## src/hw/rtl/rotation_matrix_to_quaternion_macros.svh

```systemverilog
// Assertion macros shared by the rotation-matrix-to-quaternion RTL.
// Self-contained; included by the files that carry assertions.
`ifndef ROTATION_MATRIX_TO_QUATERNION_MACROS_SVH
`define ROTATION_MATRIX_TO_QUATERNION_MACROS_SVH

// Same-cycle implication, switched off while reset is held.
`define RMQ_ASSERT_IMP(label, clk, rst_n, ante, cons, msg) \
    label: assert property (@(posedge clk) disable iff (!rst_n) (ante) |-> (cons)) \
        else $error(msg);

// Next-cycle implication that stays live through reset.
`define RMQ_ASSERT_NEXT(label, clk, ante, cons, msg) \
    label: assert property (@(posedge clk) (ante) |=> (cons)) else $error(msg);

`endif

```

## src/hw/rtl/rmq_pkg.sv

```systemverilog
// Package for the rotation-matrix-to-quaternion block: widths, constants and types.
// No dependencies; imported by every module of the block.
package rmq_pkg;

    localparam int ELEM_WIDTH = 16;
    localparam int FRAC_BITS  = 14;

    // Unnormalised components stay below 2^(ELEM_WIDTH+1) in magnitude.
    localparam int Q_W   = ELEM_WIDTH + 2;
    localparam int A_W   = ELEM_WIDTH + 1;
    localparam int SQ_W  = 2 * A_W;
    localparam int S_W   = SQ_W + 2;
    // Quotient of a^2 * 2^(2F+2) / s never exceeds 2^(2F+2).
    localparam int QB    = 2 * FRAC_BITS + 3;
    localparam int DW    = QB + 1;
    localparam int RB    = DW / 2;
    localparam int RW    = RB + 4;
    localparam int OUT_W = FRAC_BITS + 2;
    localparam int LANES = 4;
    localparam int LATENCY = 4 + QB + RB + 1;

    localparam logic signed [Q_W-1:0]   ONE_Q   = Q_W'(1 << FRAC_BITS);
    localparam logic signed [OUT_W-1:0] ONE_OUT = OUT_W'(1 << FRAC_BITS);

    typedef struct packed {
        logic signed [ELEM_WIDTH-1:0] m00;
        logic signed [ELEM_WIDTH-1:0] m01;
        logic signed [ELEM_WIDTH-1:0] m02;
        logic signed [ELEM_WIDTH-1:0] m10;
        logic signed [ELEM_WIDTH-1:0] m11;
        logic signed [ELEM_WIDTH-1:0] m12;
        logic signed [ELEM_WIDTH-1:0] m20;
        logic signed [ELEM_WIDTH-1:0] m21;
        logic signed [ELEM_WIDTH-1:0] m22;
    } t_mat;

    typedef struct packed {
        logic signed [OUT_W-1:0] quat_x;
        logic signed [OUT_W-1:0] quat_y;
        logic signed [OUT_W-1:0] quat_z;
        logic signed [OUT_W-1:0] quat_w;
    } t_quat;

    // Per-lane control that travels alongside the data.
    typedef struct packed {
        logic valid;
        logic neg;
        logic zero;
    } t_ctl;

endpackage

```

## src/hw/rtl/rmq_div.sv

```systemverilog
// Restoring divider, one quotient bit per stage: floor(a^2 * 2^(2F+2) / s).
// Depends on rmq_pkg.
module rmq_div import rmq_pkg::*; (
    input  logic            i_clk,
    input  logic            i_rst_n,
    input  t_ctl            i_ctl,
    input  logic [SQ_W-1:0] i_sq,
    input  logic [S_W-1:0]  i_sum,
    output t_ctl            o_ctl,
    output logic [QB-1:0]   o_quo
);

    logic [S_W-1:0] r_rem [QB];
    logic [QB-1:0]  r_quo [QB];
    logic [S_W-1:0] r_div [QB];
    t_ctl           r_ctl [QB];

    logic [S_W-1:0] s_rem [QB];
    logic [QB-1:0]  s_quo [QB];
    logic [S_W-1:0] s_div [QB];
    t_ctl           s_ctl [QB];
    logic           s_bit [QB];

    logic [S_W:0]   c_trial [QB];
    logic [S_W-1:0] n_rem [QB];
    logic [QB-1:0]  n_quo [QB];

    // The top bits of the dividend start as the remainder; only the lowest bit
    // of a^2 is shifted in afterwards, followed by zeros.
    always_comb begin
        s_rem[0] = S_W'(i_sq >> 1);
        s_bit[0] = i_sq[0];
        s_quo[0] = '0;
        s_div[0] = i_sum;
        s_ctl[0] = i_ctl;
        for (int k = 1; k < QB; k++) begin
            s_rem[k] = r_rem[k-1];
            s_bit[k] = 1'b0;
            s_quo[k] = r_quo[k-1];
            s_div[k] = r_div[k-1];
            s_ctl[k] = r_ctl[k-1];
        end
    end

    always_comb begin
        for (int k = 0; k < QB; k++) begin
            c_trial[k] = {s_rem[k], s_bit[k]};
            if (c_trial[k] >= {1'b0, s_div[k]}) begin
                n_rem[k] = S_W'(c_trial[k] - {1'b0, s_div[k]});
                n_quo[k] = {s_quo[k][QB-2:0], 1'b1};
            end else begin
                n_rem[k] = c_trial[k][S_W-1:0];
                n_quo[k] = {s_quo[k][QB-2:0], 1'b0};
            end
        end
    end

    always_ff @(posedge i_clk) begin
        for (int k = 0; k < QB; k++) begin
            r_rem[k] <= n_rem[k];
            r_quo[k] <= n_quo[k];
            r_div[k] <= s_div[k];
        end
        if (!i_rst_n) begin
            for (int k = 0; k < QB; k++) begin
                r_ctl[k] <= '0;
            end
        end else begin
            for (int k = 0; k < QB; k++) begin
                r_ctl[k] <= s_ctl[k];
            end
        end
    end

    assign o_ctl = r_ctl[QB-1];
    assign o_quo = r_quo[QB-1];

endmodule

```

## config.mk

```make
export PLATFORM = sky130hd
export DESIGN_NAME = rmq_div
export DESIGN_NICKNAME = d
export VERILOG_FILES = /design/src/hw/rtl/rotation_matrix_to_quaternion_macros.svh /design/src/hw/rtl/rmq_pkg.sv /design/src/hw/rtl/rmq_div.sv
export SDC_FILE = /design/constraint.sdc
export NUM_CORES = 2
export LEC_CHECK = 0
export BUFFER_PORTS_ARGS = -buffer_cell sky130_fd_sc_hd__buf_2
export CAP_MARGIN = 20
export CORE_UTILIZATION = 35
export DETAILED_ROUTE_END_ITERATION = 10
export GPL_TIMING_DRIVEN = 1
export SYNTH_ARGS = -nofsm -noshare
export SYNTH_HDL_FRONTEND = slang
export SYNTH_SLANG_ARGS = --single-unit
```

## constraint.sdc

```tcl
create_clock -name i_clk -period 5.4 [get_ports i_clk]
set_input_delay 0.27 -clock i_clk [delete_from_list [all_inputs] [get_ports i_clk]]
set_output_delay 0.27 -clock i_clk [all_outputs]
set_load 0.02 [all_outputs]
```

-- Word-level counts from Yosys, hierarchy flattened
Memory sizes are Yosys's and may differ from the RTL's.
Index checks and enable logic that the tools add are counted.
- word-level logic and storage cells: 192
- input bits: 75
- output and inout bits: 34
- memory bits (writable): 3286
- bits in registers: 0
- memories: 4
- add/sub/neg operators: 31
- mux-type cells: 95
- bitwise operators: 31
- magnitude comparators: 31
- memory list (memory ; depth ; width ; read ports ; clocked after Yosys merged registers in ; wr ports ; line ; RTL):
    r_div ; 31 ; 36 ; 30 ; 0 ; 31 ; rmq_div.sv:15 ; logic [S_W-1:0] r_div [QB];
    r_rem ; 31 ; 36 ; 30 ; 0 ; 31 ; rmq_div.sv:13 ; logic [S_W-1:0] r_rem [QB];
    r_quo ; 31 ; 31 ; 31 ; 0 ; 31 ; rmq_div.sv:14 ; logic [QB-1:0] r_quo [QB];
    r_ctl ; 31 ; 3 ; 31 ; 0 ; 31 ; rmq_div.sv:16 ; t_ctl r_ctl [QB];
- operators by type and width (kind ; number):
    $mux W36 ; 31
    $ge A37 B36 Y1 ; 30
    $sub A36 B36 Y36 ; 30
    $mux W3 ; 31
    $ge A34 B36 Y1 ; 1
    $sub A34 B36 Y36 ; 1
    $mux W1 ; 33
    $or A1 B1 Y1 ; 31

-- Longest topological paths before layout
An unclocked memory read counts as a cell.
- depth after elaboration: 3
- gate-level depth with buffers: 17

-- Worst setup path before layout
Ideal clock, no wire load.
- path kind: input to register
- start: input port i_sq[0]
- end: memory r_rem[0][25] in the netlist's numbering
- data arrival time: 3.540 ns
- path buffers: 1
- stages on the path: 14
- path slack: 1.739 ns
- setup time: 0.121 ns
- cells stage by stage: inv_1 ha_1 fa_1 nor2b_1 o21ai_0 a21boi_1 o211a_1 o41ai_1 o21ai_1 o21a_1 o21ai_0 a2111oi_0 clkbuf_1 mux2_2
- RTL lines (what ; line ; RTL):
    start, declared ; rmq_div.sv:7 ; input logic [SQ_W-1:0] i_sq,
    end, declared ; rmq_div.sv:13 ;

==> impl_metrics.toml <==
[floorplanning]
fp.coreArea_sq_um = 356000
die_h_um = 600
floorplan.die_area_sq_um = 359000
io_pins = 109
rows = 219
die_width_um = 600
start_util = 0.351

[final_layout]
nets = 15200
register_area_sq_um = 55000
area_taken_by_multi_input_logic_gates_sq_um = 63600
fillerInstances = 35400
final_layout_size_suffix_gt1_frac = 0.0706
area_delta_synth_final_pct = 14.3

[clock_network]
clk_latency_ns = 0.91
tritoncts = "built"
cts.htree.levels = 5
clock-sinks = 2749
cts_buffer_depth = 4
root_buffer = "clkbuf_16"
cts_made_buffers = 308
post_cts.repair.setup_buffers = 0
clk_pin_slew_ns = 0.06

[critical_path]
critical_path.startpoint_type = "flip-flop"
cp.arrival_ns = 5.15
cpLargestDelayFamily = "compound AO/OA/AOI/OAI gates"
worst-r2r-cell-count = 13
reg2reg_to = "r_rem[1][437]"
cp_slowest_cell = "a221oi_1"
timing.critical_path.slowest_cell_delay_ns = 0.71
critPathRequiredTime_ns = 6.16
worst-setup-path-type = "flip-flop to flip-flop"
timing.critical_path.buf_inv = 2
end_kind = "flip-flop"
worstPathCellList = "inv_1 > ha_1 > nor2b_1 > o21ai_0 > a21oi_1 > a311oi_1 > o21ai_1 > a221oi_1 > o211ai_1 > and2_1 > a31oi_4 > buf_12 > mux2_2"
rrSetupSlack_ns = 1.01
regToRegStartpoint = "r_div[1][397]"
path_max_fanout = 64

[power_and_ir_drop]
power-per-cell-area_nw_per_um2 = 682
total_leakage_power_nw = 65.7
peakVddDrop_mv = 0.280
power_w = 0.0975

[worst_hold_path]
hold_class = "primary input to flip-flop"
min_to = "r_div[0][33]"
timing.hold.worst.start = "i_sum[33]"
min_delay_path_depth = 2

[place]
place_hpwl_um = 233000
numPortBuffers = 108
gp_congestion = 0.886

[global_routing]
remaining_global_route_overflow = 0
grt_pass1_wl_um = 471000
grt_pass1_vias = 89600
grt_max_degree = 94
track_usage = 0.160
antenna_violations_before_repair = 8

[timing]
fin_tns_setup_ns = 0
report.final.hold_viol_count = 0
setup-violations-final = 0
unrepaired_setup_endpoints_after_global_routing = "no"
worstMarginPinSlew_ns = 1.20
timing.final.max_slew_violations = 0
max_clock_freq_mhz = 228
timing.final.crit_share = 0.813
holdWs_ns = 0.0972
slew_headroom = 0.201
final_setup_skew_ns = 0.0731
period_needed_ns = 4.39

[synthesis]
yosysWarningCount = 0
synth_simple_gate_area_share = 0.117
yosys_register_bits = 2749
synth_cell_type_count = 85
synth_adder_area_share = 0.116
xor_and_xnor_area_share_after_synthesis = 0.0641
synth_top_flop_cell = "dfxtp_1"
syn_nets = 14900
largest_family_of_logic_cells_by_synthesized_area = "compound AO/OA/AOI/OAI gates"
mappedNetlistArea_sq_um = 125000
synthesis.instances = 13700
synth_edf_count = 0
synth_compound_area_frac = 0.188
async_flop_share = 0
synthMuxAreaShare = 0.0221
synth_area_per_cell_sq_um = 9.13
ys_seq_area_frac = 0.440

[flow_run]
max-cap-violations = 0

[drt]
wl_um = 297000
dr.pass1.iters = 9
via_count = 92400
post_drt_wl_per_cell_um = 15.6
remaining_drc_errors = 8
drtAntennaViolNets = 0
route.detailed.vias_per_inst = 4.87
dr.first_iter.drc_count = 4958

[status]
outcome = "complete, but fails checks"
failed_checks = "DRC"
-- per-stage QoR --
| stage | instance area [sq um] | worst slack, ns | utilization | cells |
|---|---|---|---|---|
| floorplan | 125000 | 1.74 | - | 13700 |
| global placement | 131000 | 1.15 | 0.368 | 18300 |
| detailed placement | 131000 | 1.11 | 0.368 | 18300 |
| CTS | 143000 | 1.08 | 0.401 | 19000 |
| global route | 143000 | 0.676 | 0.402 | 19000 |
| finish | 143000 | 1.01 | 0.402 | 19000 |
-- cells in the mapped netlist (15+ instances only) --
cell          n  area (sq um)
dfxtp_1    2749         55000
inv_1      1410          5290
a21oi_1    1255          6280
ha_1       1113         13900
nand2_1    1015          3810
o21ai_0     985          4930
nor2_1      782          2940
a21o_1      559          4200
xnor2_1     506          4430
xor2_1      408          3570
clkbuf_1    287          1080
mux2_2      226          2540
nand3_1     208          1040
nand2b_1    187          1170
o21bai_1    165          1240
nor2b_1     155           970
nand4_1     150           938
and2_1      148           926
o21a_1      142          1070
nor3_1      123           616
a31oi_1     112           701
and3_1       98           613
o31ai_1      91           683
a211oi_1     78           586
o31a_1       47           412
nor4_1       35           219
or3_1        34           213
or2_2        31           194
fa_1         30           601
o211ai_1     30           225
a21boi_0     29           218
a41oi_1      29           254
nor3b_1      28           210
a211o_1      25           219
a221oi_1     25           219
a2111oi_0    24           210
and4_1       24           210
buf_1        20          75.1
a22o_1       19           166
o22ai_1      17           106
o41ai_1      17           149
a221o_1      15           150
a311oi_1     15           131
nand3b_1     15           113
-- where the power goes --
group          switching [W]  internal, W  total [W]
logic                 0.0254       0.0195     0.0449
registers            0.00374       0.0270     0.0307
clock network        0.00845       0.0134     0.0218
total                 0.0376       0.0599     0.0975
-- per-layer routing --
layer  up-vias  track usage  routed length (um)
met3       531       0.0209               11300
met4         2       0.0539                9790
met5         -            0                  13
met1     42500        0.197              132000
li1      47700            -                   -
met2      1604        0.287              144000
-- placed cells by master (no fill, tap or decap), types with 34 or more instances in the layout --
master	Yosys	layout
o21bai_1	165	165
dlygate4sd3_1	0	111
and2_1	148	147
buf_4	4	51
bufinv_16	0	36
clkbuf_1	287	43
a21o_1	559	559
or3_1	34	34
xnor2_1	506	506
nand2_1	1015	1013
and3_1	98	98
o31ai_1	91	89
nor2b_1	155	155
nor3_1	123	123
ha_1	1113	1113
o31a_1	47	44
o21a_1	142	142
nand4_1	150	150
dfxtp_1	2749	2749
clkinv_2	0	54
a31oi_1	112	109
clkbuf_8	0	60
nand3_1	208	208
mux2_2	226	226
o21ai_0	985	985
a211oi_1	78	78
xor2_1	408	408
inv_1	1410	1410
buf_2	12	108
nor4_1	35	35
nand2b_1	187	187
nor2_1	782	780
a21oi_1	1255	1254
clkbuf_16	0	319
-- worst reg2reg max path: stages, from the launching register on --
cell	delay, ns
dfxtp_1	0.36
inv_1	0.06
ha_1	0.29
nor2b_1	0.14
o21ai_0	0.25
a21oi_1	0.13
a311oi_1	0.51
o21ai_1	0.31
a221oi_1	0.71
o211ai_1	0.27
and2_1	0.27
a31oi_4	0.30
buf_12	0.27
mux2_2	0.42
-- flip-flops by register name, indices dropped and copies added, names as in the netlist --
| register | flops |
|---|---|
| r_div | 1080 |
| r_quo | 496 |
| r_rem | 1080 |
| r_ctl | 93 |
-- layout make-up --
class	count	share of cell area
multi-input cells	9207	0.445
well taps	4751	0.0416
flip-flops and latches	2749	0.385
clock buffers	421	0.0628
inverters	1413	0.0371
repair buffers	280	0.0153
clock inverters	137	0.0127
diodes	2	0.0000350
-- logic make-up after synthesis --
logic type / after synthesis
compound gates: 3824
simple gates: 3079
flops: 2749
buf+inv: 1736
fa+ha+maj: 1143
xor+xnor: 914
mux: 247
-- timing repair --
item	in CTS	in global routing
gates resized for setup	0	0
hold buffers	111	0
hold endpoints to repair	76	0
-- how the worst max path moves through the flow --
stage | start | end | slack (ns) | depth (start not counted)
after global routing | r_div[1][397] | r_rem[1][437] | 0.68 | 13
after global placement | r_div[1][397] | r_rem[1][437] | 1.15 | 13
after floorplan | i_sq[0] | r_rem[0][25] | 1.74 | 14
final | r_div[1][397] | r_rem[1][437] | 1.01 | 13
after CTS | r_div[1][397] | r_rem[1][437] | 1.08 | 13
after detailed placement | r_div[1][361] | r_rem[1][423] | 1.11 | 14
Power figures use the tool's default switching activity.
