[config.mk]
export PLATFORM = sky130hd
export DESIGN_NAME = rmq_front
export DESIGN_NICKNAME = d
export VERILOG_FILES = /design/src/hw/rtl/rotation_matrix_to_quaternion_macros.svh /design/src/hw/rtl/rmq_pkg.sv /design/src/hw/rtl/rmq_front.sv
export SDC_FILE = /design/constraint.sdc
export NUM_CORES = 2
export LEC_CHECK = 0
export ABC_AREA = 0
export BUFFER_PORTS_ARGS = -buffer_cell sky130_fd_sc_hd__clkbuf_2
export CORE_ASPECT_RATIO = 2
export CORE_MARGIN = 3
export CORE_UTILIZATION = 61
export DETAILED_ROUTE_END_ITERATION = 8
export PLACE_DENSITY = 0.81
export RECOVER_POWER = 50
export SLEW_MARGIN = 20
export SYNTH_ARGS = -nofsm -noshare
export SYNTH_HDL_FRONTEND = slang
export SYNTH_SLANG_ARGS = --single-unit
[constraint.sdc]
create_clock -name i_clk -period 19.5 [get_ports i_clk]
set_input_delay 3.9 -clock i_clk [delete_from_list [all_inputs] [get_ports i_clk]]
set_output_delay 3.9 -clock i_clk [all_outputs]
set_load 0.02 [all_outputs]
[src/hw/rtl/rotation_matrix_to_quaternion_macros.svh]
// Assertion macros shared by the rotation-matrix-to-quaternion RTL.
// Self-contained; included by the files that carry assertions.
`ifndef ROTATION_MATRIX_TO_QUATERNION_MACROS_SVH
`define ROTATION_MATRIX_TO_QUATERNION_MACROS_SVH

// Same-cycle implication, switched off while reset is held.
`define RMQ_ASSERT_IMP(label, clk, rst_n, ante, cons, msg) \
    label: assert property (@(posedge clk) disable iff (!rst_n) (ante) |-> (cons)) \
        else $error(msg);

// Next-cycle implication that stays live through reset.
`define RMQ_ASSERT_NEXT(label, clk, ante, cons, msg) \
    label: assert property (@(posedge clk) (ante) |=> (cons)) else $error(msg);

`endif

[src/hw/rtl/rmq_pkg.sv]
// Package for the rotation-matrix-to-quaternion block: widths, constants and types.
// No dependencies; imported by every module of the block.
package rmq_pkg;

    localparam int ELEM_WIDTH = 16;
    localparam int FRAC_BITS  = 14;

    // Unnormalised components stay below 2^(ELEM_WIDTH+1) in magnitude.
    localparam int Q_W   = ELEM_WIDTH + 2;
    localparam int A_W   = ELEM_WIDTH + 1;
    localparam int SQ_W  = 2 * A_W;
    localparam int S_W   = SQ_W + 2;
    // Quotient of a^2 * 2^(2F+2) / s never exceeds 2^(2F+2).
    localparam int QB    = 2 * FRAC_BITS + 3;
    localparam int DW    = QB + 1;
    localparam int RB    = DW / 2;
    localparam int RW    = RB + 4;
    localparam int OUT_W = FRAC_BITS + 2;
    localparam int LANES = 4;
    localparam int LATENCY = 4 + QB + RB + 1;

    localparam logic signed [Q_W-1:0]   ONE_Q   = Q_W'(1 << FRAC_BITS);
    localparam logic signed [OUT_W-1:0] ONE_OUT = OUT_W'(1 << FRAC_BITS);

    typedef struct packed {
        logic signed [ELEM_WIDTH-1:0] m00;
        logic signed [ELEM_WIDTH-1:0] m01;
        logic signed [ELEM_WIDTH-1:0] m02;
        logic signed [ELEM_WIDTH-1:0] m10;
        logic signed [ELEM_WIDTH-1:0] m11;
        logic signed [ELEM_WIDTH-1:0] m12;
        logic signed [ELEM_WIDTH-1:0] m20;
        logic signed [ELEM_WIDTH-1:0] m21;
        logic signed [ELEM_WIDTH-1:0] m22;
    } t_mat;

    typedef struct packed {
        logic signed [OUT_W-1:0] quat_x;
        logic signed [OUT_W-1:0] quat_y;
        logic signed [OUT_W-1:0] quat_z;
        logic signed [OUT_W-1:0] quat_w;
    } t_quat;

    // Per-lane control that travels alongside the data.
    typedef struct packed {
        logic valid;
        logic neg;
        logic zero;
    } t_ctl;

endpackage

[src/hw/rtl/rmq_front.sv]
// Front end: branch choice, unnormalised quaternion, squares and squared length.
// Depends on rmq_pkg.
module rmq_front import rmq_pkg::*; (
    input  logic                          i_clk,
    input  logic                          i_rst_n,
    input  logic                          i_valid,
    input  t_mat                          i_mat,
    output t_ctl [LANES-1:0]              o_ctl,
    output logic [LANES-1:0][SQ_W-1:0]    o_sq,
    output logic [S_W-1:0]                o_sum
);

    logic                   r_v1, r_v2, r_v3, r_v4;
    t_mat                   r_mat;
    logic signed [Q_W-1:0]  r_q [LANES];
    logic signed [Q_W-1:0]  n_q [LANES];
    logic [SQ_W-1:0]        r_sq3 [LANES];
    logic [SQ_W-1:0]        n_sq [LANES];
    logic [LANES-1:0]       r_neg3, r_neg4, n_neg;
    logic [LANES-1:0][SQ_W-1:0] r_sq4;
    logic [S_W-1:0]         r_sum, n_sum;
    logic [A_W-1:0]         c_mag [LANES];

    logic signed [Q_W-1:0]  e00, e01, e02, e10, e11, e12, e20, e21, e22, c_trace;

    always_comb begin
        e00 = Q_W'(r_mat.m00);
        e01 = Q_W'(r_mat.m01);
        e02 = Q_W'(r_mat.m02);
        e10 = Q_W'(r_mat.m10);
        e11 = Q_W'(r_mat.m11);
        e12 = Q_W'(r_mat.m12);
        e20 = Q_W'(r_mat.m20);
        e21 = Q_W'(r_mat.m21);
        e22 = Q_W'(r_mat.m22);
        c_trace = e00 + e11 + e22;
        if (c_trace >= Q_W'(1)) begin
            n_q[0] = e21 - e12;
            n_q[1] = e02 - e20;
            n_q[2] = e10 - e01;
            n_q[3] = c_trace + ONE_Q;
        end else if (e00 > e11 && e00 > e22) begin
            n_q[0] = ONE_Q + e00 - e11 - e22;
            n_q[1] = e10 + e01;
            n_q[2] = e02 + e20;
            n_q[3] = e21 - e12;
        end else if (e11 > e22) begin
            n_q[0] = e01 + e10;
            n_q[1] = ONE_Q + e11 - e00 - e22;
            n_q[2] = e21 + e12;
            n_q[3] = e02 - e20;
        end else begin
            n_q[0] = e02 + e20;
            n_q[1] = e21 + e12;
            n_q[2] = ONE_Q + e22 - e00 - e11;
            n_q[3] = e10 - e01;
        end
    end

    always_comb begin
        for (int i = 0; i < LANES; i++) begin
            n_neg[i] = r_q[i][Q_W-1];
            c_mag[i] = n_neg[i] ? A_W'(-r_q[i]) : A_W'(r_q[i]);
            n_sq[i]  = SQ_W'(c_mag[i]) * SQ_W'(c_mag[i]);
        end
    end

    always_comb begin
        n_sum = '0;
        for (int i = 0; i < LANES; i++) begin
            n_sum = n_sum + S_W'(r_sq3[i]);
        end
    end

    always_ff @(posedge i_clk) begin
        r_mat  <= i_mat;
        r_q    <= n_q;
        r_sq3  <= n_sq;
        r_neg3 <= n_neg;
        for (int i = 0; i < LANES; i++) begin
            r_sq4[i] <= r_sq3[i];
        end
        r_neg4 <= r_neg3;
        r_sum  <= n_sum;
        if (!i_rst_n) begin
            r_v1 <= 1'b0;
            r_v2 <= 1'b0;
            r_v3 <= 1'b0;
            r_v4 <= 1'b0;
        end else begin
            r_v1 <= i_valid;
            r_v2 <= r_v1;
            r_v3 <= r_v2;
            r_v4 <= r_v3;
        end
    end

    always_comb begin
        for (int i = 0; i < LANES; i++) begin
            o_ctl[i].valid = r_v4;
            o_ctl[i].neg   = r_neg4[i];
            o_ctl[i].zero  = (r_sum == '0);
        end
    end

    assign o_sq  = r_sq4;
    assign o_sum = r_sum;

endmodule

* Yosys cells after proc, flatten, opt, wreduce, memory -nomap -nowiden
Cells that the tools add are included.
** Operators by class
- Add/sub/neg operators :: 25
- Multipliers :: 4
- Divide/modulo/power cells :: 0
- $lt $le $gt $ge :: 4
- Equal/unequal tests :: 0
- Shifts and indexed selects :: 0
- Mux-type cells :: 7
- Bitwise gates (word level) :: 0
- Reductions and logical operators :: 2
** Operator list (count)
- $mux W72 :: 3
- $mul A17 B17 Y34 :: 4
- $add A16 B16 Y17 :: 4
- $mux W17 :: 4
- $neg A17 Y17 :: 4
- $sub A17 B16 Y18 :: 3
- $sub A18 B16 Y18 :: 3
- $add A16 B16 Y17 const A :: 3
- $sub A16 B16 Y17 :: 3
- $gt A16 B16 Y1 :: 3
- $add A35 B34 Y36 :: 1
- $add A36 B34 Y36 :: 1
- $logic_not A36 Y1 :: 1
- $add A34 B34 Y35 :: 1
- $add A17 B16 Y18 :: 1
- $add A18 B16 Y18 const B :: 1
- $ge A18 B2 Y1 const B :: 1
- $logic_and A1 B1 Y1 :: 1
** Storage, ports and cells
- Bits in registers :: 536
- Bits in latches :: 0
- Memory bits (writable) :: 0
- ROM bits :: 0
- Input bits :: 147
- Output and inout bits :: 184
- Word-level logic and storage cells :: 70
- Memories :: 0

* Depth between registers and ports, before layout
- Depth after elaboration :: 6
- Gate-level depth with buffers :: 34

* Worst setup path after synthesis
OpenSTA, ideal clock, no wires.
- Path kind :: reg2reg
- Start point :: register r_q[57] (netlist name)
- End point :: register r_sq3[134] (netlist name)
- Setup time :: 0.072 ns
- Data arrival time :: 8.257 ns
- Required time :: 19.428 ns
- Slack :: 11.171 ns
- Cell stages (with the launch flop) :: 28
- Buffers on the path :: 0
- Clock period less this slack :: 8.329 ns
- Cell sequence :: dfxtp_1 > or4_4 > or2_1 > or3_1 > or4_4 > o21ai_0 > xnor2_1 > clkinv_1 > nor2_1 > fa_1 > fa_1 > fa_1 > fa_1 > fa_1 > inv_1 > fa_1 > inv_1 > ha_1 > and4_1 > o211ai_1 > o221ai_1 > a21oi_1 > a31oi_1 > a221oi_1 > nor4_1 > or3_1 > o31ai_1 > xnor2_1
** RTL lines
- start: declaration :: RTL line rmq_front.sv:15 : logic signed [Q_W-1:0] r_q [LANES];
- start signal: assignment :: RTL line rmq_front.sv:77 : r_q <= n_q;
- end signal: assignment :: RTL line rmq_front.sv:78 : r_sq3 <= n_sq;
- end: declaration :: RTL line rmq_front.sv:17 : logic [SQ_W-1:0] r_sq3 [LANES];

==> run metrics <==
final cycle utilization of the critical path 0.493; CTS tree built; die span in y 447 microns; GPL Wtd Cong 1.05; final std cells w/o fill 7890; register area share after synthesis 0.178; Max-Cap Viols 0; area delta synth->final 7.80%; drt first pass iters 8; post-layout net count 8429; vias in the first global route 49438; crit path kind flop to flop; critical path endpoint category flop; CTS resizes 0; most frequent cells in the layout 1341 x inv_1, 900 x fa_1, 758 x ha_1, 528 x dfxtp_1, 496 x nand2_1; CP required 20.06 ns; Placed Cells 7795; Slew @ Worst Pin 1.33 ns; Slew headroom 0.106; Skew-Pair Late Insertion Delay 0.65 ns; Post-Syn Instances 6333; Worst setup SP type flop; hold depth 0; Syn Area/Cell 9.37 sq um; total core area 96300 sq um; path depth of the worst reg2reg path 27; Primary FF master, synth dfxtp_1; EDFF count, synth 0; via count 45490; CTS max path bufs 3; Worst Skew 0.0333 ns; Critical R2R Launch r_q[57]$_DFF_P_; post-layout util 0.664; ys async rst share 0; CTS clk-pin slew, worst paths 0.08 ns; Final HPWL DP 155000 microns; startpoint of the worst hold path r_neg3[1]$_DFF_P_; hold_buf cts 0; Syn Std Cell Area 59300 sq um; grt ovf 0; DRC Markers 0; worst-path maximum fanout 9; Root Driver clkbuf_16; Synth Warn # 0; die area 101000 sq um; Netlist cell types 93; Via density 5.77; CP max-delay cell clkinv_1; maximum clock frequency 104 MHz; layout cell share with drive strength beyond 1 0.0744; initial antenna violation count 6; reg2reg setup slack 9.88 ns; crit-path max cell delay 0.60 ns; CP arrival 10.18 ns; Port Buffers 326; TritonCTS Buffers 49; DRT Wirelength 184000 microns; Antenna Nets Post-Route 0; number of setup buffers added after CTS 0; Crit path top cell by count fa_1; clk sink count 528; Routed wire per std cell 23.3 microns; H-tree depth 2; Iter 0 DRT Violations 3055; Hold Path End r_neg4[1]$_DFF_P_; Initial Util 0.616; Final Hold Viols 0; # rows 161; Die Wd 227 microns; Seq cells post-synth 528; RSZ-0062 raised after global routing false; Tot GR Track Use 0.370; setup TNS 0 ns; status completed; R2R Path End r_sq3[134]$_DFF_P_; largest net degree at the start of global routing 106; I/O Pins 331; Slew Limit Fails 0; Min Clock Period, post-route 9.62 ns; setup violators final 0; Hold Crit Class flop to flop; commonest non-fill, non-tap cell in the layout inv_1; first-pass GRT wire length 278000 microns
-- cell type report --
cell class,instances,area (sq um)
Multi-Input combinational cell,4313,43100
Sequential cell,528,10600
Timing Repair Buffer,374,1940
Clock buffer,62,1370
Clock inverter,28,324
Fill cell,7762,32300
Inverter,1358,5100
Antenna cell,5,12.5
Tap cell,1222,1530
-- cell families (layout without fill, tap and decap cells) --
kind of cell,count (synthesis),after routing,synth area share
buffers and inverters,1497,1822,0.0964
AOI/OAI and AO/OA,869,869,0.0954
DFF,528,528,0.178
other,2,12,0.000127
and+or+nand+nor,1339,1339,0.0987
adders and majority gates,1658,1658,0.464
xor gates and xnor gates,369,369,0.0550
muxes,71,71,0.0125
-- flip-flops by register name, summed over array words and instances, names as in the netlist --
signal,count
n_neg,4
r_v3,1
e01,16
r_v4,1
e00,16
r_q,68
o_sq,132
e21,16
r_v1,1
e11,16
r_neg3,4
e12,16
r_neg4,4
e02,16
e22,16
e20,16
r_v2,1
o_sum,36
r_sq3,132
e10,16
-- per-stage QoR --
step | setup WS (ns) | instance area (sq um) | hold WS, ns
after floorplan | 11.17 | 59300 | 0.310
after global placement | 10.23 | 62300 | 0.361
after detailed placement | 10.12 | 62300 | 0.344
after CTS | 10.01 | 64000 | 0.364
after global routing | 9.31 | 63900 | 0.367
final | 9.88 | 64000 | 0.368
-- cells in the mapped netlist, types with 8 or more instances --
| library cell | n | area (sq um) |
|---|---|---|
| nand2b_1 | 46 | 288 |
| a221oi_1 | 10 | 87.6 |
| nor4_1 | 22 | 138 |
| a211o_1 | 12 | 105 |
| nor2_1 | 489 | 1840 |
| clkinv_1 | 13 | 48.8 |
| buf_2 | 19 | 95.1 |
| or2_2 | 15 | 93.8 |
| inv_1 | 1338 | 5020 |
| a31oi_1 | 21 | 131 |
| a21oi_1 | 274 | 1370 |
| nand3_1 | 42 | 210 |
| nand2_1 | 496 | 1860 |
| nand3b_1 | 8 | 60.1 |
| nor2b_1 | 55 | 344 |
| o21bai_1 | 36 | 270 |
| mux2i_1 | 46 | 460 |
| dfxtp_1 | 528 | 10600 |
| buf_4 | 14 | 105 |
| a21o_1 | 89 | 668 |
| clkbuf_1 | 99 | 372 |
| xnor2_1 | 262 | 2290 |
| mux2_2 | 25 | 282 |
| o21a_1 | 44 | 330 |
| ha_1 | 758 | 9480 |
| or3_1 | 27 | 169 |
| a211oi_1 | 46 | 345 |
| o211ai_1 | 24 | 180 |
| nor3_1 | 67 | 335 |
| and2_1 | 12 | 75.1 |
| o21ai_0 | 153 | 766 |
| nand4_1 | 13 | 81.3 |
| o21ai_1 | 18 | 90.1 |
| o41ai_1 | 15 | 131 |
| o31ai_1 | 29 | 218 |
| and3_1 | 21 | 131 |
| fa_1 | 900 | 18000 |
| xor2_1 | 104 | 911 |
| o31a_1 | 13 | 114 |
-- metal layers --
metal	share of wire	wire (microns)	global-route usage
met2	0.50	91400	0.649
met1	0.30	56000	0.343
met5	0.00016	29	0
met4	0.13	23900	0.374
met3	0.070	12800	0.0770
-- worst max path at each step --
stage	startpoint	endpoint	slack, ns	depth (start not counted)
after floorplan	r_q[57]$_DFF_P_	r_sq3[134]$_DFF_P_	11.17	27
after global placement	r_q[57]$_DFF_P_	r_sq3[134]$_DFF_P_	10.23	27
after detailed placement	r_q[57]$_DFF_P_	r_sq3[134]$_DFF_P_	10.12	27
after CTS	r_q[57]$_DFF_P_	r_sq3[134]$_DFF_P_	10.01	27
after global routing	r_q[57]$_DFF_P_	r_sq3[134]$_DFF_P_	9.31	27
final	r_q[57]$_DFF_P_	r_sq3[134]$_DFF_P_	9.88	27
-- critical path, delay by kind of cell, from the launching register on --
kind / cells / cell delay (ns)
flip-flops: 1 / 0.35
buffers and inverters: 3 / 0.69
XOR/XNOR: 2 / 0.53
AND/OR/NAND/NOR: 8 / 2.74
AO/OA/AOI/OAI: 7 / 1.88
adder cells (fa/ha/maj): 7 / 3.32
Power is not shown: default switching activity piles up to over one toggle a cycle in this logic, so the estimate is an artifact.
