File: config.mk
export PLATFORM = sky130hd
export DESIGN_NAME = rmq_sqrt
export DESIGN_NICKNAME = d
export VERILOG_FILES = /design/src/hw/rtl/rotation_matrix_to_quaternion_macros.svh /design/src/hw/rtl/rmq_pkg.sv /design/src/hw/rtl/rmq_sqrt.sv
export SDC_FILE = /design/constraint.sdc
export NUM_CORES = 1
export LEC_CHECK = 0
export BUFFER_PORTS_ARGS = -buffer_cell sky130_fd_sc_hd__clkbuf_2
export CORE_ASPECT_RATIO = 0.9
export CORE_UTILIZATION = 62
export CTS_CLUSTER_DIAMETER = 100
export DETAILED_ROUTE_END_ITERATION = 12
export PLACE_DENSITY = 0.8
export SETUP_SLACK_MARGIN = 0.05
export SLEW_MARGIN = 20
export SYNTH_ARGS = -nofsm -noshare
export SYNTH_HDL_FRONTEND = slang
export SYNTH_SLANG_ARGS = --single-unit
File: constraint.sdc
create_clock -name i_clk -period 2.9 [get_ports i_clk]
set_input_delay 0.58 -clock i_clk [delete_from_list [all_inputs] [get_ports i_clk]]
set_output_delay 0.58 -clock i_clk [all_outputs]
set_load 0.02 [all_outputs]
File: src/hw/rtl/rotation_matrix_to_quaternion_macros.svh
// Assertion macros shared by the rotation-matrix-to-quaternion RTL.
// Self-contained; included by the files that carry assertions.
`ifndef ROTATION_MATRIX_TO_QUATERNION_MACROS_SVH
`define ROTATION_MATRIX_TO_QUATERNION_MACROS_SVH

// Same-cycle implication, switched off while reset is held.
`define RMQ_ASSERT_IMP(label, clk, rst_n, ante, cons, msg) \
    label: assert property (@(posedge clk) disable iff (!rst_n) (ante) |-> (cons)) \
        else $error(msg);

// Next-cycle implication that stays live through reset.
`define RMQ_ASSERT_NEXT(label, clk, ante, cons, msg) \
    label: assert property (@(posedge clk) (ante) |=> (cons)) else $error(msg);

`endif

File: src/hw/rtl/rmq_pkg.sv
// Package for the rotation-matrix-to-quaternion block: widths, constants and types.
// No dependencies; imported by every module of the block.
package rmq_pkg;

    localparam int ELEM_WIDTH = 16;
    localparam int FRAC_BITS  = 14;

    // Unnormalised components stay below 2^(ELEM_WIDTH+1) in magnitude.
    localparam int Q_W   = ELEM_WIDTH + 2;
    localparam int A_W   = ELEM_WIDTH + 1;
    localparam int SQ_W  = 2 * A_W;
    localparam int S_W   = SQ_W + 2;
    // Quotient of a^2 * 2^(2F+2) / s never exceeds 2^(2F+2).
    localparam int QB    = 2 * FRAC_BITS + 3;
    localparam int DW    = QB + 1;
    localparam int RB    = DW / 2;
    localparam int RW    = RB + 4;
    localparam int OUT_W = FRAC_BITS + 2;
    localparam int LANES = 4;
    localparam int LATENCY = 4 + QB + RB + 1;

    localparam logic signed [Q_W-1:0]   ONE_Q   = Q_W'(1 << FRAC_BITS);
    localparam logic signed [OUT_W-1:0] ONE_OUT = OUT_W'(1 << FRAC_BITS);

    typedef struct packed {
        logic signed [ELEM_WIDTH-1:0] m00;
        logic signed [ELEM_WIDTH-1:0] m01;
        logic signed [ELEM_WIDTH-1:0] m02;
        logic signed [ELEM_WIDTH-1:0] m10;
        logic signed [ELEM_WIDTH-1:0] m11;
        logic signed [ELEM_WIDTH-1:0] m12;
        logic signed [ELEM_WIDTH-1:0] m20;
        logic signed [ELEM_WIDTH-1:0] m21;
        logic signed [ELEM_WIDTH-1:0] m22;
    } t_mat;

    typedef struct packed {
        logic signed [OUT_W-1:0] quat_x;
        logic signed [OUT_W-1:0] quat_y;
        logic signed [OUT_W-1:0] quat_z;
        logic signed [OUT_W-1:0] quat_w;
    } t_quat;

    // Per-lane control that travels alongside the data.
    typedef struct packed {
        logic valid;
        logic neg;
        logic zero;
    } t_ctl;

endpackage

File: src/hw/rtl/rmq_sqrt.sv
// Integer square root, one root bit per stage, then rounding and sign.
// Depends on rmq_pkg.
module rmq_sqrt import rmq_pkg::*; (
    input  logic                    i_clk,
    input  logic                    i_rst_n,
    input  t_ctl                    i_ctl,
    input  logic [QB-1:0]           i_rad,
    output t_ctl                    o_ctl,
    output logic signed [OUT_W-1:0] o_val
);

    logic [DW-1:0] r_rad [RB];
    logic [RW-1:0] r_rem [RB];
    logic [RB-1:0] r_root [RB];
    t_ctl          r_ctl [RB];

    logic [DW-1:0] s_rad [RB];
    logic [RW-1:0] s_rem [RB];
    logic [RB-1:0] s_root [RB];
    t_ctl          s_ctl [RB];

    logic [RW-1:0] c_sh [RB];
    logic [RW-1:0] c_trial [RB];
    logic [RW-1:0] n_rem [RB];
    logic [RB-1:0] n_root [RB];

    logic [RB:0]             c_inc;
    logic [OUT_W-1:0]        c_mag;
    logic signed [OUT_W-1:0] r_val, n_val;
    t_ctl                    r_octl;

    always_comb begin
        s_rad[0]  = DW'(i_rad);
        s_rem[0]  = '0;
        s_root[0] = '0;
        s_ctl[0]  = i_ctl;
        for (int k = 1; k < RB; k++) begin
            s_rad[k]  = r_rad[k-1];
            s_rem[k]  = r_rem[k-1];
            s_root[k] = r_root[k-1];
            s_ctl[k]  = r_ctl[k-1];
        end
    end

    always_comb begin
        for (int k = 0; k < RB; k++) begin
            c_sh[k]    = {s_rem[k][RW-3:0], s_rad[k][DW-1:DW-2]};
            c_trial[k] = RW'({s_root[k], 2'b01});
            if (c_sh[k] >= c_trial[k]) begin
                n_rem[k]  = c_sh[k] - c_trial[k];
                n_root[k] = {s_root[k][RB-2:0], 1'b1};
            end else begin
                n_rem[k]  = c_sh[k];
                n_root[k] = {s_root[k][RB-2:0], 1'b0};
            end
        end
    end

    // The largest r with (2r-1)^2 within the quotient is half the root, rounded up.
    always_comb begin
        c_inc = (RB+1)'(r_root[RB-1]) + (RB+1)'(1);
        c_mag = OUT_W'(c_inc[RB:1]);
        if (r_ctl[RB-1].zero) begin
            n_val = '0;
        end else if (r_ctl[RB-1].neg) begin
            n_val = -$signed(c_mag);
        end else begin
            n_val = $signed(c_mag);
        end
    end

    always_ff @(posedge i_clk) begin
        for (int k = 0; k < RB; k++) begin
            r_rad[k]  <= s_rad[k] << 2;
            r_rem[k]  <= n_rem[k];
            r_root[k] <= n_root[k];
        end
        r_val <= n_val;
        if (!i_rst_n) begin
            for (int k = 0; k < RB; k++) begin
                r_ctl[k] <= '0;
            end
            r_octl <= '0;
        end else begin
            for (int k = 0; k < RB; k++) begin
                r_ctl[k] <= s_ctl[k];
            end
            r_octl <= r_ctl[RB-1];
        end
    end

    assign o_ctl = r_octl;
    assign o_val = r_val;

endmodule

Yosys cells after proc, flatten, opt, wreduce, memory -nomap -nowiden
Memory sizes are Yosys's and may differ from the RTL's. Index checks and enable logic that the tools add are counted. Widths: inputs -> output; s select.

Bits in registers: 19. Latch bits: 0. RAM bits: 1104. ROM bits: 0. Input port bits: 36. Output and inout bits: 19. Logic and storage cells: 109. Memories kept: 4.

Memory list: r_rad (words 16, bits a word 30, read ports 15, clocked after memory_dff 0, wr ports 16, RTL line rmq_sqrt.sv:12) `logic [DW-1:0] r_rad [RB];`; r_rem (words 16, bits a word 20, read ports 15, clocked after memory_dff 0, wr ports 16, RTL line rmq_sqrt.sv:13) `logic [RW-1:0] r_rem [RB];`; r_root (words 16, bits a word 16, read ports 16, clocked after memory_dff 0, wr ports 16, RTL line rmq_sqrt.sv:14) `logic [RB-1:0] r_root [RB];`; r_ctl (words 16, bits a word 3, read ports 16, clocked after memory_dff 0, wr ports 16, RTL line rmq_sqrt.sv:15) `t_ctl r_ctl [RB];`.

$add $sub $neg: 18. $mul: 0. Divide/modulo/power cells: 0. Magnitude comparators: 16. Equal/unequal tests: 0. Shifts and indexed selects: 0. Muxes and demuxes: 51. Bitwise logic cells: 16. Reductions and logical operators: 0.

Operators by type and width (count): $mux 20 (16); $ge 20x18->1 (15); $sub 20x18->20 (15); $mux 3 (16); $mux 1 (18); $add 16x1->17 const B (1); $mux 16 (1); $neg 16->16 (1); $or 1x1->1 (16); $sub 1x1->2 const B (1); $ge 1x1->1 const B (1).

Longest topological paths before layout
Gate-level depths: netlist of run 1. An unclocked memory read counts as a cell.

Depth in word-level cells: 4. Gate-level depth with buffers: 12. Gate-level depth less buffers: 10.

Worst setup path before layout of run 1
Ideal clock, no wire load.

Path type: register -> register. From: memory r_root[1][90] (netlist name). To: memory r_rem[1][129] (netlist name). Setup time: 121 ps. Arrival time: 2401 ps. Data required time: 2779 ps. Slack: 378 ps. Stages on the path, launching flop included: 11. Path buffers: 2. Period minus slack after synthesis: 2522 ps. Cell sequence: dfxtp_1 inv_1 ha_1 clkbuf_1 nand4_1 or4_1 nand2_1 nor2_1 inv_2 buf_2 mux2_2.

RTL lines (RTL line): start, declared (rmq_sqrt.sv:14); end, declared (rmq_sqrt.sv:13).

==> results of run 1 <==
[power by group through the flow]
stage / clock, mW / sequential (mW) / combinational [mW]
floorplan: 0 / 11.9 / 3.84
global placement: 0 / 12.1 / 4.73
detailed placement: 0 / 12.2 / 4.89
CTS: 9.16 / 12.0 / 4.95
global route: 9.58 / 12.2 / 5.57
finish: 8.99 / 12.0 / 5.00
[cell usage after synthesis (28+ instances only)]
cell	instances	area, um2
xor2_1	82	718
nor4_1	35	219
xnor2_1	113	990
o21ai_0	100	500
mux2_2	36	405
nand3_1	35	175
ha_1	154	1930
a21oi_1	138	691
nand4_1	28	175
and2_1	59	369
o21a_1	44	330
nor3_1	57	285
dfxtp_1	689	13800
inv_1	191	717
nand2_1	113	424
nor2_1	171	642
nor2b_1	30	188
[worst max-delay path, stage by stage (launching register included)]
cell	delay, ps
dfxtp_1	330
inv_1	50
ha_1	330
nor2b_1	160
o31a_1	310
o32ai_2	350
nor3b_1	130
or4_1	410
buf_4	250
mux2_2	310
[worst paths after layout]
kind,endpoint,startpoint,depth (start not counted)
setup / recovery,r_rem[1][84]$_DFF_P_,r_root[1][48]$_DFF_P_,9
hold / removal,r_rad[0][12]$_DFF_P_,i_rad[12],1
setup reg to reg,r_rem[1][84]$_DFF_P_,r_root[1][48]$_DFF_P_,9
hold reg to reg,r_rad[0][69]$_DFF_P_,r_rad[0][37]$_DFF_P_,0
[area by class of cell]
| type | instances | area [um2] | share of cell area, % |
|---|---|---|---|
| flip-flops and latches | 689 | 13800 | 48.3 |
| multi-input cells | 1502 | 10500 | 36.9 |
| clock buffers | 92 | 1900 | 6.66 |
| inverters | 193 | 724 | 2.54 |
| well taps | 532 | 666 | 2.33 |
| repair buffers | 80 | 478 | 1.68 |
| clock inverters | 28 | 453 | 1.59 |
[kinds of logic after synthesis]
kind of cell / synth area share [%]
multiplexers: 2.05
flip-flops: 54.7
XOR/XNOR: 6.78
AO/OA/AOI/OAI: 10.9
buffers and inverters: 3.73
other: 0.0149
AND/OR/NAND/NOR: 14.1
adder cells (fa/ha/maj): 7.65
[sequential cells by signal (all words and copies together) (netlist names)]
register,count
r_rad,240
o_val,16
o_ctl,3
r_rem,246
r_ctl,48
r_root,136
[metrics by stage]
| stage | hold slack, ps | cell area (um2) | utilization [%] |
|---|---|---|---|
| after global routing | 57.8 | 28500 | 71.7 |
| after global placement | 310 | 26100 | 65.5 |
| final | 86.8 | 28500 | 71.7 |
| after CTS | 54.5 | 28400 | 71.5 |
| after floorplan | 310 | 25200 | - |
| after detailed placement | 312 | 26100 | 65.5 |
[repair_timing]
item	CTS	global route
setup endpoints to repair	0	29
setup buffers	0	6
resized for setup	0	9
[layer usage]
metal	wire [um]	track usage, %	vias to the layer above
met5	0	0	-
met4	844	6.88	0
met3	2580	4.28	83
met2	22000	37.8	450
met1	22100	30.8	7979
li1	-	-	8528
==> impl_results.md, run 1 <==
* PwrDens at 910 nW/um2
* Layout cells sized above 1 at 10.4%
* Die height at 193 um
* Io pins at 55
* YS warnings at 0
* CTS clock-pin slew for the worst setup and hold paths at 60 ps
* Sequential share of power at 46.1%
* Commonest non-fill, non-tap cell in the layout: dfxtp_1
* CTS tree: yes
* Distinct cells, synth at 84
* Inserted Diodes at 0
* Status: finished clean
* Synth Instances at 2,430
* Overall power at 26.0 mW
* Fillers at 2,765
* Gpl congestion at 0.897
* Post-route DRC at 0
* Hold WC Path Type: input pin to flop
* Vias in the first global route at 16,600
* Setup violations, final at 0
* Initial Util at 63.3%
* Total Routing Usage GR at 23.0%
* FP Rows at 69
* Via count at 17,000
* Crit. End Element: flop
* Final WS setup at 166 ps
* Nets at 2,722
* Worst Tran Pin Value at 655 ps
* Flops & latches, synth at 689
* EDFF count, synth at 0
* Sw Pwr at 7.34 mW
* Post-synthesis area per instance at 10.4 um2
* Post-synth top flop: dfxtp_1
* Internal at 18.6 mW
* Final wirelength at 47.6 mm
* Layout Cells excl Fill at 3,116
* Cells after DPL at 2,989
* Area Overhead vs Synth at 13.2%
* Drt wl/cell at 15.3 um
* Total CTS buffers at 66
* Max Slew Vio Count at 0
* Worst endpoint data arrival time at 3200 ps
* Post-DP HPWL at 34.0 mm
* Static Leakage at 13.3 nW
* Die width at 214 um
* Crit path kind: flop to flop
* Worst-path fanout max at 26
* Min cycle time layout at 2730 ps
* Vias per cell at 5.47
* Post-route ant nets at 0
* Startpoint Class: flop
* Gate power share at 19.2%
* H-tree levels at 3
* Sw Ratio at 28.3%
* Area of the core at 39,800 um2
* Seq/Total Area, Yosys at 54.7%
* GR Overflow Total at 0
* Worst rel slew slack at 55.9%
* Final hold vios at 0
* Post-synth design cell area at 25,200 um2
* Clock Tree Root: clkbuf_16
* RSZ-0062 raised after global routing: yes
* Max clock buf depth at 3
* R2R Setup Slk at 170 ps
* Synthesized Nets at 2,620
* Share of synthesized registers carrying an async set or reset at 0%
* Clock Latency Late Sink at 580 ps
* Antenna violations before repair at 0
* Worst vdd ir at 642 uV
* DR pass1 iterations at 6
* Clock sink count at 689
* Clock power share at 34.6%
* Tcrit/Tclk final at 94.3%
* CTS hold repair buffers at 0
* Fmax at 366 MHz
* Max Cap Viol at 0
* Worst Path Required at 3370 ps
* Total Neg Setup Slack at 0 ps
* Worst slack, placed at 124 ps
* Die ar. at 41,400 um2
* DRT iter0 DRCs at 1,214
* Final Skew at 15.8 ps
* Pin count of the biggest net entering global routing at 52
* IO buf count at 54
* First-pass GRT wire length at 79.3 mm
* Most frequent cells in the layout: 689 x dfxtp_1, 191 x inv_1, 171 x nor2_1
(Power assumes the default switching activity.)
==> run 2, diff against run 1 <==
--- a/config.mk
+++ b/config.mk
@@ -10,7 +10,7 @@
 export CORE_UTILIZATION = 62
 export CTS_CLUSTER_DIAMETER = 100
 export DETAILED_ROUTE_END_ITERATION = 12
-export PLACE_DENSITY = 0.8
+export PLACE_DENSITY = 0.79
 export SETUP_SLACK_MARGIN = 0.05
 export SLEW_MARGIN = 20
 export SYNTH_ARGS = -nofsm -noshare
==> run 2 against run 1 <==
- non-clock buffer count is 4 higher
- worst hold slack worse by 0.92 ps
- final cell count hardly changed
- clock power is 2% lower
- clock-buffer cell count is 4 lower
- register-to-register slack hardly changed
- final area is 0.11% lower
- power is 0.48% lower
- sequential share of layout area is 0.053 points higher
- routed wire length is 0.29% higher
- via count is 0.53% lower
- setup slack worse by 10 ps
- largest cell class unchanged
- largest power group unchanged
==> impl_results.md, run 2 (synthesis gave the netlist of run 1 again) <==
* Vias in the first global route at 16,800 (+0.62%)
* Commonest non-fill, non-tap cell in the layout: dfxtp_1
* Antenna violations before repair at 1 (+1)
* Die height at 193 um (unchanged)
* R2r endpoint: r_rem[1][92]$_DFF_P_
* Crit path kind: flop to flop
* Overall power at 25.9 mW (-0.48%)
* Worst setup path endpoint: r_rem[1][92]$_DFF_P_
* Worst slack, placed at 97.9 ps (-25.8 ps)
* DP Area at 26,100 um2 (+0.14%)
* Max Cap Viol at 0 (unchanged)
* CTS hold repair buffers at 0 (unchanged)
* FP Rows at 69 (unchanged)
* Initial Util at 63.3% (unchanged)
* Worst vdd ir at 649 uV (+0.97%)
* Die ar. at 41,400 um2 (unchanged)
* Final core occ at 71.6% (-0.079 points)
* Post-route ant nets at 0 (unchanged)
* Worst rel slew slack at 57.0% (+1.1 points)
* Clock Tree Root: clkbuf_16
* Most frequent cells in the layout: 689 x dfxtp_1, 191 x inv_1, 170 x nor2_1
* R2R Setup Slk at 160 ps (about the same)
* Post-route DRC at 0 (unchanged)
* Flip-flop count of the largest register after layout at 246 (unchanged)
* Max Slew Vio Count at 0 (unchanged)
* Io pins at 55 (unchanged)
* CP Launch Point: r_root[1][48]$_DFF_P_
* Startpoint Class: flop
* Area of the core at 39,800 um2 (unchanged)
* Crit. End Element: flop
* Worst Tran Pin Value at 644 ps (-11.5 ps)
* Max clock buf depth at 3 (unchanged)
* Pin count of the biggest net entering global routing at 52 (unchanged)
* PwrDens at 907 nW/um2 (-0.37%)
* Tcrit/Tclk final at 94.6% (+0.35 points)
* Layout cells sized above 1 at 10.5% (+0.15 points)
* Cells after DPL at 2,994 (+0.17%)
* Worst endpoint data arrival time at 3200 ps (about the same)
* DRT iter0 DRCs at 1,100 (-9.4%)
* Vias per cell at 5.44 (-0.57%)
* Clock Latency Late Sink at 580 ps (about the same)
* Final wirelength at 47.7 mm (+0.29%)
* Via count at 16,900 (-0.53%)
* Worst-path fanout max at 5 (-81%)
* Gpl congestion at 0.875 (-2.4%)
* Layout Cells excl Fill at 3,117 (+0.032%)
* GR Overflow Total at 0 (unchanged)
* Total Routing Usage GR at 23.1% (+0.12 points)
* Final hold vios at 0 (unchanged)
* Biggest registers after layout: r_rem x246, r_rad x240, r_root x136
* Drt wl/cell at 15.3 um (+0.26%)
* Area Overhead vs Synth at 13.1%
* CTS tree: yes
* Final WS setup at 156 ps (-10.2 ps)
* CTS clock-pin slew for the worst setup and hold paths at 70 ps (about the same)
* DR pass1 iterations at 7 (+1)
* Die width at 214 um (unchanged)
* Fmax at 364 MHz (-0.37%)
* Hold_ws at 85.8 ps (-0.925 ps)
* RSZ-0062 raised after global routing: yes
* Most flops, register: r_rem
* Worst Path Required at 3350 ps (-20 ps)
* Total Neg Setup Slack at 0 ps (unchanged)
* Setup violations, final at 0 (unchanged)
* IO buf count at 54 (unchanged)
* H-tree levels at 3 (unchanged)
* Min cycle time layout at 2740 ps (+10.2 ps)
* Post-DP HPWL at 33.9 mm (-0.32%)
* Final Skew at 19.7 ps (+3.92 ps)
* Final Instance Area at 28,500 um2 (-0.11%)
* Worst r2r path cells at 9 (unchanged)
* Status: finished clean
* Hold WC Path Type: input pin to flop
* Clock sink count at 689 (unchanged)
* Inserted Diodes at 0 (unchanged)
* Nets at 2,725 (+0.11%)
* Static Leakage at 13.3 nW (about the same)
* First-pass GRT wire length at 79.2 mm (-0.11%)
* Reg-to-Reg Start: r_root[1][48]$_DFF_P_
* Total CTS buffers at 66 (unchanged)
[run 2: what timing repair did]
item                                    in CTS  in global routing
gates resized for setup                      0                  8
endpoints found under the setup margin       0                 22
buffers inserted                             0                  5
[run 2: final cells by class]
cell class | instances | area, um2
fill | 2824 | 11300
multi-input combinational | 1501 | 10500
inverter | 193 | 724
clock inverter | 30 | 417
tap | 532 | 666
clock buffer | 88 | 1880
timing repair buffer | 84 | 512
sequential | 689 | 13800
[run 2: report_power, final]
group          internal [mW]  total, mW  switching, mW
sequential              11.0       12.0           1.02
combinational           2.32       5.03           2.71
clock                   5.31       8.84           3.53
total                   18.6       25.9           7.27
[run 2: routing by layer]
layer / GRT usage (%) / vias to the layer above / part of all wire [%]
li1: - / 8512 / -
met1: 29.7 / 7939 / 45
met2: 38.5 / 400 / 47
met3: 5.08 / 98 / 5.7
met4: 8.04 / 0 / 2.4
met5: 0 / - / 0
[run 2: worst min path at each step]
stage                                     from                     to  slack, ps  depth (start not counted)
after floorplan           r_rad[0][68]$_DFF_P_  r_rad[0][100]$_DFF_P_        310                          0
after global placement    r_rad[0][99]$_DFF_P_  r_rad[0][131]$_DFF_P_        310                          0
after detailed placement  r_rad[0][81]$_DFF_P_  r_rad[0][113]$_DFF_P_        310                          0
after CTS                             i_rad[6]    r_rad[0][6]$_DFF_P_         60                          1
after global routing                  i_rad[6]    r_rad[0][6]$_DFF_P_         60                          1
final                                i_rad[30]   r_root[0][0]$_DFF_P_         90                          1
[run 2: critical path, cell delays in order (launching register included)]
cell and delay (ps):
dfxtp_1 320, inv_1 50, ha_1 340, nor2b_1 170, o31a_1 310, or4_1 490, a2111oi_4 420, nor4bb_1 110
nor4_1 290, a21oi_1 100
==> run 3, diff against run 2 <==
--- a/config.mk
+++ b/config.mk
@@ -7,10 +7,11 @@
 export LEC_CHECK = 0
 export BUFFER_PORTS_ARGS = -buffer_cell sky130_fd_sc_hd__clkbuf_2
 export CORE_ASPECT_RATIO = 0.9
-export CORE_UTILIZATION = 62
+export CORE_UTILIZATION = 68
+export CTS_BUF_LIST = sky130_fd_sc_hd__clkbuf_8
 export CTS_CLUSTER_DIAMETER = 100
 export DETAILED_ROUTE_END_ITERATION = 12
-export PLACE_DENSITY = 0.79
+export PLACE_DENSITY = 0.86
 export SETUP_SLACK_MARGIN = 0.05
 export SLEW_MARGIN = 20
 export SYNTH_ARGS = -nofsm -noshare
==> constraint.sdc (replaced) <==
create_clock -name i_clk -period 3.2 [get_ports i_clk]
set_input_delay 0.64 -clock i_clk [delete_from_list [all_inputs] [get_ports i_clk]]
set_output_delay 0.64 -clock i_clk [all_outputs]
set_load 0.02 [all_outputs]
==> run 3 against run 2 <==
- core utilization grew 5.9 points
- combinational power shrank 9.5%
- routed wire length grew 3.2%
- global-route usage grew 3.0 points
- sequential cell count is the same
- critical endpoint is now r_rem[1][86]$_DFF_P_
- largest cell class unchanged
- largest power group unchanged
==> impl_results.md, run 3 (synthesis gave the netlist of run 1 again) <==
* IO buf count at 54 (unchanged)
* Io pins at 55 (unchanged)
* Final wirelength at 49.3 mm (+3.2%)
* Post-DP HPWL at 33.8 mm (about the same)
* Hold WC Path Type: input pin to flop
* Post-route DRC at 0 (unchanged)
* Crit. End Element: flop
* Nets at 2,743 (+0.66%)
* Clock sink count at 689 (unchanged)
* PwrDens at 809 nW/um2 (-11%)
* Fillers at 2,330 (-17%)
* CTS tree: yes
* Hold path depth at 1 (unchanged)
* Worst-path fanout max at 19 (+14)
* Max clock buf depth at 3 (unchanged)
* Worst r2r path cells at 9 (unchanged)
* Hold Path Origin: i_rad[12]
* Clock Tree Root: clkbuf_8
* WHS Endpoint: r_rad[0][12]$_DFF_P_
* Vias per cell at 5.59 (+2.8%)
* R2R Setup Slk at 250 ps (+90 ps)
* Final hold vios at 0 (unchanged)
* First-pass GRT wire length at 80.2 mm (+1.3%)
* FP Rows at 66 (-4.3%)
* DR pass1 iterations at 5 (-2)
* Crit path kind: flop to flop
* Max Slew Vio Count at 0 (unchanged)
* Overall power at 22.8 mW (-12%)
* R2r endpoint: r_rem[1][86]$_DFF_P_
* Total CTS buffers at 97 (+47%)
* Post-route ant nets at 0 (unchanged)
* Antenna violations before repair at 0 (-1)
* Total Routing Usage GR at 26.1% (+3.0 points)
* Worst rel slew slack at 35.3% (-22 points)
* Clock Latency Late Sink at 680 ps (+100 ps)
* Die width at 205 um (-4.5%)
* Fmax at 338 MHz (-7.1%)
* Vias in the first global route at 17,100 (+2.1%)
* Post_cts resized at 0 (unchanged)
* Final WS setup at 245 ps (+89.6 ps)
* GR Overflow Total at 0 (unchanged)
* Startpoint Class: flop
* Pin count of the biggest net entering global routing at 52 (unchanged)
* H-tree levels at 3 (unchanged)
* Die height at 185 um (-4.5%)
* Worst Path Required at 3740 ps (+390 ps)
* Drt wl/cell at 15.9 um (+3.6%)
* Min cycle time layout at 2950 ps (+210 ps)
* Biggest registers after layout: r_rem x246, r_rad x240, r_root x136
* Area Overhead vs Synth at 11.8%
* Static Leakage at 13.3 nW (+0.13%)
* Inserted Diodes at 0 (unchanged)
* Worst slack, placed at 336 ps (+238 ps)
* Area of the core at 36,300 um2 (-8.7%)
* Worst Tran Pin Value at 964 ps (+320 ps)
* Die ar. at 37,800 um2 (-8.7%)
* CTS hold repair buffers at 0 (unchanged)
* Flip-flop count of the largest register after layout at 246 (unchanged)
* Commonest non-fill, non-tap cell in the layout: dfxtp_1
* Final Instance Area at 28,200 um2 (-1.2%)
* RSZ-0062 raised after global routing: no
* Max Cap Viol at 0 (unchanged)
* Initial Util at 69.3% (+6.0 points)
* DP Area at 26,000 um2 (-0.55%)
* Status: finished clean
* Most flops, register: r_rem
* Via count at 17,400 (+2.5%)
* Total Neg Setup Slack at 0 ps (unchanged)
* Hold_ws at 58.3 ps (-27.5 ps)
* Worst endpoint data arrival time at 3500 ps (+300 ps)
* Reg-to-Reg Start: r_root[1][48]$_DFF_P_
* Layout cells sized above 1 at 11.3% (+0.77 points)
* CTS clock-pin slew for the worst setup and hold paths at 60 ps (about the same)
* Final Skew at 31.9 ps (+12.2 ps)
* Tcrit/Tclk final at 92.3% (-2.3 points)
* DRT iter0 DRCs at 1,280 (+16%)
* Worst vdd ir at 522 uV (-20%)
* Gpl congestion at 0.911 (+4.1%)
* Setup violations, final at 0 (unchanged)
* Most frequent cells in the layout: 689 x dfxtp_1, 215 x inv_1, 171 x nor2_1
* Setup bufs post-CTS at 0 (unchanged)
run 3: cell types whose count changed in the layout (fill, tap and decap cells not counted), moves of 3 or more:
cell,change
clkbuf_16,-67
clkbuf_1,-9
clkinvlp_4,-3
inv_1,+24
buf_4,-11
clkbuf_8,+117
run 3: power by group:
group	leakage (nW)	internal (mW)	switching, mW
combinational	6.36	2.07	2.48
sequential	5.75	9.93	0.918
clock	1.22	4.19	3.22
run 3: how the worst max path moves through the flow:
stage / startpoint / endpoint / slack (ps) / cells past startpoint
after floorplan: r_root[1][90]$_DFF_P_ / r_rem[1][129]$_DFF_P_ / 680 / 10
after global routing: r_root[0][32]$_DFF_P_ / r_rem[0][71]$_DFF_P_ / 130 / 9
after CTS: r_root[1][48]$_DFF_P_ / r_rem[1][86]$_DFF_P_ / 270 / 9
after detailed placement: r_root[1][48]$_DFF_P_ / r_rem[1][86]$_DFF_P_ / 340 / 9
final: r_root[1][48]$_DFF_P_ / r_rem[1][86]$_DFF_P_ / 250 / 9
after global placement: r_root[1][48]$_DFF_P_ / r_rem[1][84]$_DFF_P_ / 400 / 9
run 3: worst max-delay path, cell delays in order, from the launching register on:
cell and delay, ps:
dfxtp_1 340, inv_1 50, ha_1 330, nor2b_1 170, o31a_1 320, o32ai_2 370, nor3b_1 110, or4_1 580
buf_4 280, mux2_2 280
run 3: through the flow:
stage,utilization [%],instances
final,77.5,3106
after floorplan,-,2430
after detailed placement,71.5,2930
after global routing,77.5,3106
after CTS,77.5,3106
after global placement,71.5,2930
run 3: metal layers:
layer	share of wire, %	global-route usage [%]	vias to the layer above	wire (um)
li1	-	-	8603	-
met1	44	33.0	8146	21800
met2	48	44.2	510	23600
met3	5.7	5.09	106	2800
met4	2.2	9.78	0	1100
met5	0	0	-	0
run 3: cell type report:
class / count / area [um2] / share of cell area [%]
inverter: 193 / 724 / 2.57
timing repair buffer: 71 / 398 / 1.41
sequential: 689 / 13800 / 49.0
multi-input combinational: 1501 / 10500 / 37.2
tap: 476 / 596 / 2.11
clock buffer: 129 / 1780 / 6.30
clock inverter: 47 / 415 / 1.47
